**src/rtl/dnrs_pkg.sv**
```systemverilog
// Shared constants, types and helper functions for the directional nearest rectangle selector.
package dnrs_pkg;

    localparam int MAX_ENTRIES = 32;
    localparam int COORD_BITS  = 12;
    localparam int IDX_BITS    = $clog2(MAX_ENTRIES);
    localparam int SLOT_W      = 5;
    localparam int STEP_W      = 2;

    localparam int CONE_SIDE_MUL = 5;
    localparam int CONE_FWD_MUL  = 2;
    localparam int SIDE_WEIGHT   = 2;

    localparam int CTR_W   = COORD_BITS + 1;
    localparam int DIFF_W  = COORD_BITS + 2;
    localparam int PROD_W  = COORD_BITS + 3;
    localparam int FWD_W   = COORD_BITS + 4;
    localparam int SCORE_W = COORD_BITS + 6;
    localparam int CONE_W  = COORD_BITS + 7;

    localparam int IN_FIELDS_W = SLOT_W + 4 * COORD_BITS + 2 + 2 * STEP_W;
    localparam int IN_TDATA_W  = ((IN_FIELDS_W + 7) / 8) * 8;
    localparam int OUT_TDATA_W = ((SLOT_W + 7) / 8) * 8;

    localparam logic CMD_WRITE = 1'b0;
    localparam logic CMD_QUERY = 1'b1;

    localparam logic signed [STEP_W-1:0] STEP_PLUS1  = 2'sb01;
    localparam logic signed [STEP_W-1:0] STEP_MINUS1 = 2'sb11;
    localparam logic signed [STEP_W-1:0] STEP_MINUS2 = 2'sb10;

    typedef enum logic [1:0] {
        ST_IDLE,
        ST_SCAN,
        ST_DRAIN,
        ST_DONE
    } dnrs_state_t;

    typedef struct packed {
        logic signed [STEP_W-1:0]     step_y;
        logic signed [STEP_W-1:0]     step_x;
        logic                         enabled;
        logic                         present;
        logic [COORD_BITS-1:0]        rect_h;
        logic [COORD_BITS-1:0]        rect_w;
        logic [COORD_BITS-1:0]        rect_y;
        logic [COORD_BITS-1:0]        rect_x;
        logic [SLOT_W-1:0]            slot;
    } dnrs_item_t;

    typedef struct packed {
        logic                wr_en;
        logic                start;
        logic                rd_en;
        logic [IDX_BITS-1:0] rd_addr;
        logic                load_out;
    } dnrs_cmd_t;

    typedef struct packed {
        logic busy;
    } dnrs_status_t;

    function automatic logic signed [PROD_W-1:0] mul_step(
        input logic signed [DIFF_W-1:0] v,
        input logic signed [STEP_W-1:0] s
    );
        logic signed [PROD_W-1:0] ve;
        logic signed [PROD_W-1:0] res;
        ve = PROD_W'(v);
        case (s)
            STEP_PLUS1:  res = ve;
            STEP_MINUS1: res = -ve;
            STEP_MINUS2: res = -(ve <<< 1);
            default:     res = '0;
        endcase
        return res;
    endfunction

    function automatic logic [PROD_W-1:0] abs_prod(input logic signed [PROD_W-1:0] v);
        logic signed [PROD_W-1:0] res;
        res = (v < 0) ? -v : v;
        return res;
    endfunction

endpackage

```
**src/rtl/dnrs_ctrl.sv**
```systemverilog
// Controller state machine that sequences writes, table scans and result delivery.
module dnrs_ctrl
    import dnrs_pkg::*;
(
    input  logic         clk,
    input  logic         rst_n,
    input  logic         s_tvalid,
    input  logic         command,
    input  logic         m_tready,
    input  dnrs_status_t status,
    output logic         s_tready,
    output logic         m_tvalid,
    output dnrs_cmd_t    cmd
);

    localparam logic [IDX_BITS-1:0] LAST_IDX = IDX_BITS'(MAX_ENTRIES - 1);

    dnrs_state_t         state_reg, state_next;
    logic [IDX_BITS-1:0] cnt_reg, cnt_next;
    logic                out_valid_reg, out_valid_next;
    logic                accept;

    always_ff @(posedge clk or negedge rst_n)
    begin
        if (!rst_n)
        begin
            state_reg     <= ST_IDLE;
            cnt_reg       <= '0;
            out_valid_reg <= 1'b0;
        end
        else
        begin
            state_reg     <= state_next;
            cnt_reg       <= cnt_next;
            out_valid_reg <= out_valid_next;
        end
    end

    always_comb
    begin
        state_next   = state_reg;
        cnt_next     = cnt_reg;
        s_tready     = 1'b0;
        accept       = 1'b0;
        cmd.wr_en    = 1'b0;
        cmd.start    = 1'b0;
        cmd.rd_en    = 1'b0;
        cmd.rd_addr  = cnt_reg;
        cmd.load_out = 1'b0;
        unique case (state_reg)
            ST_IDLE:
            begin
                s_tready  = 1'b1;
                accept    = s_tvalid;
                cmd.wr_en = accept && (command == CMD_WRITE);
                cmd.start = accept && (command == CMD_QUERY);
                if (cmd.start)
                begin
                    cnt_next   = '0;
                    state_next = ST_SCAN;
                end
            end
            ST_SCAN:
            begin
                cmd.rd_en = 1'b1;
                cnt_next  = cnt_reg + 1'b1;
                if (cnt_reg == LAST_IDX)
                begin
                    state_next = ST_DRAIN;
                end
            end
            ST_DRAIN:
            begin
                if (!status.busy)
                begin
                    state_next = ST_DONE;
                end
            end
            ST_DONE:
            begin
                if (!out_valid_reg || m_tready)
                begin
                    cmd.load_out = 1'b1;
                    state_next   = ST_IDLE;
                end
            end
            default:
            begin
                state_next = ST_IDLE;
            end
        endcase
    end

    always_comb
    begin
        if (cmd.load_out)
        begin
            out_valid_next = 1'b1;
        end
        else if (m_tready)
        begin
            out_valid_next = 1'b0;
        end
        else
        begin
            out_valid_next = out_valid_reg;
        end
    end

    assign m_tvalid = out_valid_reg;

`ifndef ASSERT_OFF
    a_start_scan: assert property (@(posedge clk) disable iff (!rst_n)
        cmd.start |=> (state_reg == ST_SCAN) && (cnt_reg == '0))
        else $error("query did not start its scan at entry zero");

    a_scan_len: assert property (@(posedge clk) disable iff (!rst_n)
        (state_reg == ST_SCAN) && (cnt_reg == LAST_IDX) |=> state_reg == ST_DRAIN)
        else $error("scan did not end after the last entry");

    a_drained: assert property (@(posedge clk) disable iff (!rst_n)
        (state_reg == ST_DONE) |-> !status.busy)
        else $error("result taken while the scan pipeline still held entries");

    a_load_valid: assert property (@(posedge clk) disable iff (!rst_n)
        cmd.load_out |=> out_valid_reg)
        else $error("loaded result is not offered");
`endif

endmodule

```
**src/rtl/dnrs_datapath.sv**
```systemverilog
// Datapath with the entry table, the scoring pipeline, the best-entry tracker and the result registers.
module dnrs_datapath
    import dnrs_pkg::*;
(
    input  logic              clk,
    input  logic              rst_n,
    input  dnrs_item_t        item,
    input  dnrs_cmd_t         cmd,
    output dnrs_status_t      status,
    output logic              out_found,
    output logic [SLOT_W-1:0] out_slot
);

    logic [2*CTR_W-1:0]       mem [MAX_ENTRIES];
    logic [MAX_ENTRIES-1:0]   use_reg;

    logic [CTR_W-1:0]         wr_cx, wr_cy;
    logic [IDX_BITS-1:0]      wr_addr;
    logic                     wr_ok;
    logic                     wr_use;

    logic [CTR_W-1:0]         src_cx_reg, src_cy_reg;
    logic signed [STEP_W-1:0] dx_reg, dy_reg;
    logic                     src_empty_reg;

    logic                     r_valid_reg, r_use_reg;
    logic [IDX_BITS-1:0]      r_idx_reg;
    logic [2*CTR_W-1:0]       r_data_reg;
    logic [CTR_W-1:0]         r_cx, r_cy;

    logic                     a_valid_reg, a_use_reg;
    logic [IDX_BITS-1:0]      a_idx_reg;
    logic signed [DIFF_W-1:0] a_cx_reg, a_cy_reg;

    logic                     b_valid_reg, b_use_reg;
    logic [IDX_BITS-1:0]      b_idx_reg;
    logic signed [FWD_W-1:0]  b_fwd_reg, b_fwd_next;
    logic [FWD_W-1:0]         b_side_reg, b_side_next;

    logic [FWD_W-1:0]         fwd_u;
    logic                     fwd_pos, cone_ok, qualify, better;
    logic [CONE_W-1:0]        cone_lhs, cone_rhs;
    logic [SCORE_W-1:0]       score;

    logic                     best_have_reg;
    logic [SCORE_W-1:0]       best_cost_reg;
    logic [IDX_BITS-1:0]      best_idx_reg;
    logic                     out_found_reg;
    logic [SLOT_W-1:0]        out_slot_reg;

    assign wr_cx   = CTR_W'(item.rect_x) + CTR_W'(item.rect_w >> 1);
    assign wr_cy   = CTR_W'(item.rect_y) + CTR_W'(item.rect_h >> 1);
    assign wr_addr = IDX_BITS'(item.slot);
    assign wr_ok   = cmd.wr_en && (32'(item.slot) < MAX_ENTRIES);
    assign wr_use  = item.present && item.enabled && (item.rect_w != '0) && (item.rect_h != '0);

    always_ff @(posedge clk)
    begin
        if (wr_ok)
        begin
            mem[wr_addr] <= {wr_cx, wr_cy};
        end
        if (cmd.rd_en)
        begin
            r_data_reg <= mem[cmd.rd_addr];
        end
    end

    assign r_cx = r_data_reg[2*CTR_W-1:CTR_W];
    assign r_cy = r_data_reg[CTR_W-1:0];

    always_comb
    begin
        b_fwd_next  = FWD_W'(mul_step(a_cx_reg, dx_reg)) + FWD_W'(mul_step(a_cy_reg, dy_reg));
        b_side_next = FWD_W'(abs_prod(mul_step(a_cx_reg, dy_reg)))
                    + FWD_W'(abs_prod(mul_step(a_cy_reg, dx_reg)));
    end

    always_comb
    begin
        fwd_u    = b_fwd_reg;
        fwd_pos  = b_fwd_reg > 0;
        cone_lhs = CONE_W'(fwd_u) * CONE_W'(CONE_SIDE_MUL);
        cone_rhs = CONE_W'(b_side_reg) * CONE_W'(CONE_FWD_MUL);
        cone_ok  = cone_rhs <= cone_lhs;
        qualify  = b_use_reg && (src_empty_reg || (fwd_pos && cone_ok));
        if (src_empty_reg)
        begin
            score = '0;
        end
        else
        begin
            score = SCORE_W'(fwd_u) + SCORE_W'(b_side_reg) * SCORE_W'(SIDE_WEIGHT);
        end
        better = b_valid_reg && qualify && (!best_have_reg || (score < best_cost_reg));
    end

    always_ff @(posedge clk or negedge rst_n)
    begin
        if (!rst_n)
        begin
            use_reg       <= '0;
            r_valid_reg   <= 1'b0;
            a_valid_reg   <= 1'b0;
            b_valid_reg   <= 1'b0;
            best_have_reg <= 1'b0;
        end
        else
        begin
            if (wr_ok)
            begin
                use_reg[wr_addr] <= wr_use;
            end
            r_valid_reg <= cmd.rd_en;
            a_valid_reg <= r_valid_reg;
            b_valid_reg <= a_valid_reg;
            if (cmd.start)
            begin
                best_have_reg <= 1'b0;
            end
            else if (better)
            begin
                best_have_reg <= 1'b1;
            end
        end
    end

    always_ff @(posedge clk)
    begin
        if (cmd.start)
        begin
            src_cx_reg    <= wr_cx;
            src_cy_reg    <= wr_cy;
            dx_reg        <= item.step_x;
            dy_reg        <= item.step_y;
            src_empty_reg <= (item.rect_w == '0) || (item.rect_h == '0);
        end
        r_use_reg  <= use_reg[cmd.rd_addr];
        r_idx_reg  <= cmd.rd_addr;
        a_use_reg  <= r_use_reg;
        a_idx_reg  <= r_idx_reg;
        a_cx_reg   <= $signed({1'b0, r_cx}) - $signed({1'b0, src_cx_reg});
        a_cy_reg   <= $signed({1'b0, r_cy}) - $signed({1'b0, src_cy_reg});
        b_use_reg  <= a_use_reg;
        b_idx_reg  <= a_idx_reg;
        b_fwd_reg  <= b_fwd_next;
        b_side_reg <= b_side_next;
        if (better)
        begin
            best_cost_reg <= score;
            best_idx_reg  <= b_idx_reg;
        end
        if (cmd.load_out)
        begin
            out_found_reg <= best_have_reg;
            out_slot_reg  <= best_have_reg ? SLOT_W'(best_idx_reg) : '0;
        end
    end

    assign status.busy = r_valid_reg || a_valid_reg || b_valid_reg;
    assign out_found   = out_found_reg;
    assign out_slot    = out_slot_reg;

endmodule

```
**src/rtl/directional_nearest_rect_select.sv**
```systemverilog
// Top level of the directional nearest rectangle selector.
// The slave channel takes one beat per command: s_tuser selects a table write or a query.
// A write stores the centre of one rectangle and a use flag (present, enabled, nonzero size) and
// gives no result. A query names a source rectangle and a step direction; the block
// walks the table one entry per cycle and returns one beat on the master channel with
// the found flag in m_tuser and the chosen slot in m_tdata.
// After a query is accepted, the table scan reads one entry per cycle from the entry memory,
// the three-stage scoring pipeline drains, the drain state sees it empty and the done state
// loads the result register, which raises m_tvalid.
// While a query runs, s_tready is low; it rises again as the result is offered, so a new
// query waits for the last one to end, and writes are taken one per cycle while no query runs.
// The result sits in an output register, so new commands are accepted while it waits.
// When the receiver stalls, the result beat holds, and a following query finishes its scan
// and then waits until the previous beat has been taken.
// Reset clears every table entry to not present and drops m_tvalid; the stored coordinates
// are only used for entries that have been written.
module directional_nearest_rect_select
    import dnrs_pkg::*;
(
    input  logic                   clk,
    input  logic                   rst_n,
    input  logic                   s_tvalid,
    output logic                   s_tready,
    // slot, rect_x, rect_y, rect_w, rect_h, present, enabled, step_x, step_y, zero fill
    input  logic [IN_TDATA_W-1:0]  s_tdata,
    // command
    input  logic                   s_tuser,
    output logic                   m_tvalid,
    input  logic                   m_tready,
    // chosen_slot, zero fill
    output logic [OUT_TDATA_W-1:0] m_tdata,
    // found
    output logic                   m_tuser
);

    dnrs_item_t        item;
    dnrs_cmd_t         cmd;
    dnrs_status_t      status;
    logic              out_found;
    logic [SLOT_W-1:0] out_slot;

    assign item = dnrs_item_t'(s_tdata[IN_FIELDS_W-1:0]);

    dnrs_ctrl u_ctrl (
        .clk      (clk),
        .rst_n    (rst_n),
        .s_tvalid (s_tvalid),
        .command  (s_tuser),
        .m_tready (m_tready),
        .status   (status),
        .s_tready (s_tready),
        .m_tvalid (m_tvalid),
        .cmd      (cmd)
    );

    dnrs_datapath u_datapath (
        .clk       (clk),
        .rst_n     (rst_n),
        .item      (item),
        .cmd       (cmd),
        .status    (status),
        .out_found (out_found),
        .out_slot  (out_slot)
    );

    assign m_tdata = OUT_TDATA_W'(out_slot);
    assign m_tuser = out_found;

endmodule
```
**config.mk**
```make
export PLATFORM = sky130hd
export DESIGN_NAME = directional_nearest_rect_select
export DESIGN_NICKNAME = d
export VERILOG_FILES = /design/src/rtl/dnrs_pkg.sv /design/src/rtl/dnrs_ctrl.sv /design/src/rtl/dnrs_datapath.sv /design/src/rtl/directional_nearest_rect_select.sv
export SDC_FILE = /design/constraint.sdc
export NUM_CORES = 1
export LEC_CHECK = 0
export BUFFER_PORTS_ARGS = -buffer_cell sky130_fd_sc_hd__buf_2
export CORE_ASPECT_RATIO = 1.1
export CORE_MARGIN = 10
export CORE_UTILIZATION = 51
export CTS_BUF_LIST = sky130_fd_sc_hd__clkbuf_4 sky130_fd_sc_hd__clkbuf_8 sky130_fd_sc_hd__clkbuf_16
export DETAILED_ROUTE_END_ITERATION = 8
export GPL_TIMING_DRIVEN = 0
export PLACE_DENSITY = 0.67
export SYNTH_ARGS = -nofsm -noshare
export SYNTH_HDL_FRONTEND = slang
export SYNTH_HIERARCHICAL = 1
export SYNTH_SLANG_ARGS = --single-unit
export TNS_END_PERCENT = 1
```
**constraint.sdc**
```tcl
create_clock -name clk -period 15.5 [get_ports clk]
set_input_delay 0.775 -clock clk [delete_from_list [all_inputs] [get_ports clk]]
set_output_delay 0.775 -clock clk [all_outputs]
set_load 0.05 [all_outputs]
```
Word level (Yosys, flattened, before mapping)
Memory sizes are Yosys's and may differ from the RTL's. A register that Yosys moved wholly into a read port is not among the register bits.
Index checks and enable logic that the tools add are counted.

operators by class
  bitwise logic cells = 1
  order comparisons = 8
  mux-type cells = 30
  equal/unequal tests = 14
  multipliers = 1
  $add $sub $neg = 14
  reduce and logical (&&, ||, !) cells = 28

operators by type and width
  cell                                                  count
  case mux 15 bit (3 select lines)                      4
  negator 15 bit                                        4
  adder 15 x 15 -> 16 bit                               2
  bitwise mux 32 bit                                    1
  < comparator 15 x 1 -> 1 bit (second input constant)  2
  2-to-1 mux 15 bit                                     2
  negator 14 -> 15 bit                                  2
  subtractor 13 x 13 -> 14 bit                          2
  adder 12 x 11 -> 13 bit                               2
  zero test 12 bit                                      2
  nonzero test 12 bit                                   2
  <= comparator 17 x 19 -> 1 bit                        1
  multiplier 16 x 3 -> 19 bit (second input constant)   1
  adder 16 x 17 -> 18 bit                               1
  < comparator 18 bit                                   1
  2-to-1 mux 18 bit                                     1
  > comparator 16 x 1 -> 1 bit (second input constant)  1
  == test 2 bit (second input constant)                 6
  < comparator 5 x 6 -> 1 bit (second input constant)   2
  2-to-1 mux 1 bit                                      12
  logical AND 1 bit                                     10
  2-to-1 mux 2 bit                                      5
  case mux 5 bit (2 select lines)                       1
  case mux 2 bit (4 select lines)                       1
  other kinds (16)                                      28

storage, ports and cells
  register bits = 182
  bits in writable memories = 832
  logic and storage cells = 124
  input port bits = 69
  output and inout port bits = 11
  memories kept = 1

memory list
  memory          depth  width  read ports  clocked after Yosys merged registers in  wr ports  line                 source
  u_datapath.mem  32     26     1           1                                        1         dnrs_datapath.sv:14  logic [2*CTR_W-1:0] mem [MAX_ENTRIES];

Logic depth before layout (Yosys ltp)
  depth after elaboration = 9
  mapped depth = 23
  gate-level depth less buffers = 21

By module
The synthesis kept the hierarchy.

by module, submodules not included
  module                           area an instance (um^2)  sequential area each (um^2)  cells an instance  instances
  dnrs_datapath                    45750.1                  30028.8                      2723               1
  dnrs_ctrl                        516.7                    200.2                        47                 1
  directional_nearest_rect_select  26.3                     0.0                          4                  1

Worst setup path before layout
Ideal clock, no wire load.

  path kind = register -> register
  from = register u_datapath.b_fwd_reg[2]
  to = register u_datapath.best_cost_reg[0], enable pin
  arrival time = 5.186 ns
  buffers on the path = 0
  clock period less this slack = 5.617 ns
  setup time = 0.432 ns
  cell stages (with the launch flop) = 20
  required time = 15.068 ns
  path slack = 9.883 ns
  cell sequence = dfxtp_1 -> ha_1 -> ha_1 -> a21o_1 -> a21oi_1 -> o21ai_0 -> a31o_2 -> a41o_1 -> o41ai_1 -> o21bai_1 -> a21oi_1 -> xor2_1 -> ha_1 -> nand2_1 -> o21ai_0 -> a211oi_1 -> nor3_1 -> a21oi_1 -> o211ai_1 -> nor3_1

between the ends
  cells in the longest elaborated chain, start to end = 7
  elaborated cells between the ends (all ways) = 12
  those cells by class = add/sub (1); mul (1); order compare (3); mux (1); reduce/logical (6)

ends and longest elaborated chain
  what                            line                  source
  start: declaration              dnrs_datapath.sv:37   logic signed [FWD_W-1:0] b_fwd_reg, b_fwd_next;
  start signal: assignment        dnrs_datapath.sv:146  b_fwd_reg <= b_fwd_next;
  multiplier 16 x 3 -> 19 bit     dnrs_datapath.sv:83   cone_lhs = CONE_W'(fwd_u) * CONE_W'(CONE_SIDE_MUL);
  <= comparator 17 x 19 -> 1 bit  dnrs_datapath.sv:85   cone_ok = cone_rhs <= cone_lhs;
  logical AND 1 bit               dnrs_datapath.sv:86   qualify = b_use_reg && (src_empty_reg || (fwd_pos && cone_ok));
  logical OR 1 bit                dnrs_datapath.sv:86
  logical AND 1 bit               dnrs_datapath.sv:86
  logical AND 1 bit               dnrs_datapath.sv:95   better = b_valid_reg && qualify && (!best_have_reg || (score < best_cost_reg));
  logical AND 1 bit *             dnrs_datapath.sv:95
  net u_datapath.better           dnrs_datapath.sv:41   logic fwd_pos, cone_ok, qualify, better;
  end signal: assignment          dnrs_datapath.sv:150  best_cost_reg <= score;
  end: declaration                dnrs_datapath.sv:46   logic [SCORE_W-1:0] best_cost_reg;

The timed path passes the listed nets; every way through them passes the cells marked *.
A chain may end at the register's enable or synchronous reset.

Worst setup path in the final report
  from = register u_datapath.a_cx_reg[0]
  to = register u_datapath.b_side_reg[15]

between the ends
  cells in the longest elaborated chain, start to end = 5
  elaborated cells between the ends (all ways) = 7
  those cells by class = add/sub (4); order compare (1); mux (2)

ends and longest elaborated chain
  what                                                            line                            source
  start: declaration                                              dnrs_datapath.sv:33             logic signed [DIFF_W-1:0] a_cx_reg, a_cy_reg;
  start signal: assignment                                        dnrs_datapath.sv:142            a_cx_reg <= $signed({1'b0, r_cx}) - $signed({1'b0, src_cx_reg});
  negator 15 bit or negator 14 -> 15 bit (tied branches)          dnrs_pkg.sv:73, dnrs_pkg.sv:72
  case mux 15 bit (3 select lines) *                              dnrs_pkg.sv:70                  case (s)
  negator 15 bit or < comparator 15 x 1 -> 1 bit (tied branches)  dnrs_pkg.sv:81                  res = (v < 0) ? -v : v;
  2-to-1 mux 15 bit *                                             dnrs_pkg.sv:81
  adder 15 x 15 -> 16 bit *                                       dnrs_datapath.sv:76             + FWD_W'(abs_prod(mul_step(a_cy_reg, dx_reg)));
  net u_datapath.b_side_next[15]                                  dnrs_datapath.sv:38             logic [FWD_W-1:0] b_side_reg, b_side_next;
  end signal: assignment                                          dnrs_datapath.sv:147            b_side_reg <= b_side_next;
  end: declaration                                                dnrs_datapath.sv:38

Marked as above.

==> qor.yml <==
outcome:
  status: "finished, final reports clean"
synth:
  synthTopCellsByArea: "edfxtp_1 (60%), mux4_2 (13%), ha_1 (4.4%)"
  synth_top_family_by_area: "multiplexers"
  synth-seq-cells: 1040
  synthFlopType: "edfxtp_1"
  synth_area_um2: 46300
  yosys_warnings: 6
  synth_top_area_share_pct: 59.5
  synth_area_leader_cell: "edfxtp_1"
  synthMuxAreaShare_pct: 14.9
  async_reset_ff_share_pct: 4.23
  yosysSeqAreaShare_pct: 65.3
  synthAdderAreaFrac_pct: 4.78
  synth_cells: 2774
  synthXorXnorAreaFrac_pct: 2.88
  ys_types: 87
  avgSynthCellArea_um2: 16.7
  synth_edf_count: 918
  synthSimpleGateAreaFrac_pct: 5.16
  synth-compound-area-share_pct: 5.02
job:
  max_cap_violations: 0
grt:
  grt_usage_pct: 23.4
  grt_max_degree: 45
  grt_pass1_wl_um: 177000
  first_global_vias: 26900
  antenna_found_initial: 5
  gr-total-overflow: 0
pwr:
  finalPower_mw: 9.54
  peakVddDrop_uv: 115
  power_density_nw_per_um2: 181
  leakage_nw: 18.2
timing:
  skew_ps: 25.7
  rsz0062_at_grt: "false"
  tns_ps: 0
  layout_worst_path_cycle_share_pct: 39.0
  fin_ws_ps: 9460
  min_period_ps: 6040
  maxSlewHeadroom_pct: 9.16
  worst_slew_pin_slew_ps: 1360
  setup_violations: 0
  drv_slew: 0
  timing.hold.ws_ps: 268
  fmax_ghz: 0.166
  hold_violations: 0
finish:
  largest_reg_flops: 832
  nFillCells: 6622
  final_cells: 4255
  num_antenna_cells: 0
  register_area_um2: 30200
  final_util_pct: 58.8
  multiInputGateArea_um2: 15600
  layout.cells.most_common: "edfxtp_1"
  area_delta_synth_final_pct: 14.1
  final_nets: 3249
  final_cell_mix: "edfxtp_1 (918), mux4_2 (270), ha_1 (163)"
  postLayoutCellArea_um2: 52800
  layout-drive-gt1-share_pct: 23.1
clock_network:
  clockRootBuffer: "clkbuf_16"
  clk_latency_ps: 680
  numCtsBuffers: 102
  cts_tree: "done"
  cts_sinks: 1040
  cts_setup_buffers: 0
  clockBufferDepth: 3
  holdBufCountCts: 0
  cts_resized: 0
  clkTransAtPathRegs_ps: 70
  htreeDepth: 3
routing:
  drt-total-wl_um: 121000
  drc: 0
  firstDrtPassIters: 7
  drtIter0Drc: 2588
  detail-route-antenna-nets: 0
  via_per_inst: 6.19
  num_vias: 26300
  wl_per_cell_um: 28.4
floorplanning:
  die_area_um2: 103000
  initial_core_util_pct: 51.6
  ios: 80
  die_h_um: 336
  die_w_um: 307
  rows: 115
  core_um2: 89800
worst_setup_path:
  critPathArrivalTime_ps: 6580
  critPathCaptureType: "flip-flop"
  critPathMaxFanout: 10
  reg2reg_depth: 20
  startpoint_type: "flip-flop"
  crit_type: "flip-flop to flip-flop"
  critPathRequiredTime_ps: 16040
placement:
  pre_cts_slack_ps: 9420
  dpl.cell_count: 4073
  place_hpwl_um: 84700
  gp_congestion: 0.859
  placed_area_um2: 49600
  io_buffer_count: 71
hold_path:
  hold_path.class: "input pin to async pin"
-- logic make-up (layout without fill, tap and decap cells) --
family,after synthesis,count (layout)
mux,345,345
xor+xnor,152,152
flops,1040,1040
compound gates,345,345
simple gates,490,490
buf+inv,229,538
fa+ha+maj,172,172
other cells,1,3
-- worst paths after layout --
kind / from / to / slack, ps
setup / recovery: u_datapath/a_cx_reg[0] / u_datapath/b_side_reg[15] / 9460
hold / removal: rst_n / u_datapath/best_have_reg / 270
setup reg to reg: u_datapath/a_cx_reg[0] / u_datapath/b_side_reg[15] / 9460
hold reg to reg: u_datapath/a_idx_reg[4] / u_datapath/b_idx_reg[4] / 330
max in group asynchronous: rst_n / u_datapath/use_reg[28] / 14560
min in group clk: s_tdata[58] / u_datapath/dy_reg[1] / 290
-- synth_stat cells, drive strengths merged (32+ instances only) --
library cell  instances
xnor2               105
mux4                270
buf                  34
dfxtp                78
o21ai                81
inv                 106
dfrtp                44
edfxtp              918
ha                  164
mux2                 63
a21o                 33
clkbuf               86
nor3                 32
a21oi                79
xor2                 47
nor2                170
nand2               102
-- worst max-delay path: stages (launching register included) --
cell and delay [ps]:
dfxtp_1 430, inv_1 160, ha_1 380, or3b_2 480, clkbuf_1 200, nor4_1 480, nand2_1 200, a2111oi_4 490
a311oi_4 140, and2_0 210, buf_2 150, xor2_1 160, a22oi_1 190, nand3_1 120, ha_1 370, a2111oi_0 650
a211oi_1 200, nor3_1 190, nor2_1 90, o41ai_1 440, o21ai_0 180
-- routing by layer --
| layer | part of all wire, % | up-vias | global-route usage, % |
|---|---|---|---|
| li1 | - | 11400 | - |
| met1 | 38 | 13500 | 29.4 |
| met2 | 50 | 1153 | 39.9 |
| met3 | 7.9 | 258 | 4.10 |
| met4 | 4.1 | 4 | 9.62 |
| met5 | 0.019 | - | 0 |
-- cell type report --
type,count,share of cell area (%)
clock inverter,59,0.848
multi-input combinational,1507,29.4
timing repair buffer,128,2.74
clock buffer,122,5.29
inverter,109,0.774
sequential,1040,57.2
buffer,120,0.909
tap,1170,2.77
-- power breakdown --
| group | switching [mW] | total [mW] | leakage [nW] | internal, mW |
|---|---|---|---|---|
| clock network | 1.03 | 2.40 | 1.62 | 1.37 |
| logic | 2.07 | 3.65 | 7.09 | 1.58 |
| registers | 0.139 | 3.49 | 9.53 | 3.35 |
| total | 3.24 | 9.54 | 18.2 | 6.30 |
Power figures use the tool's default switching activity.
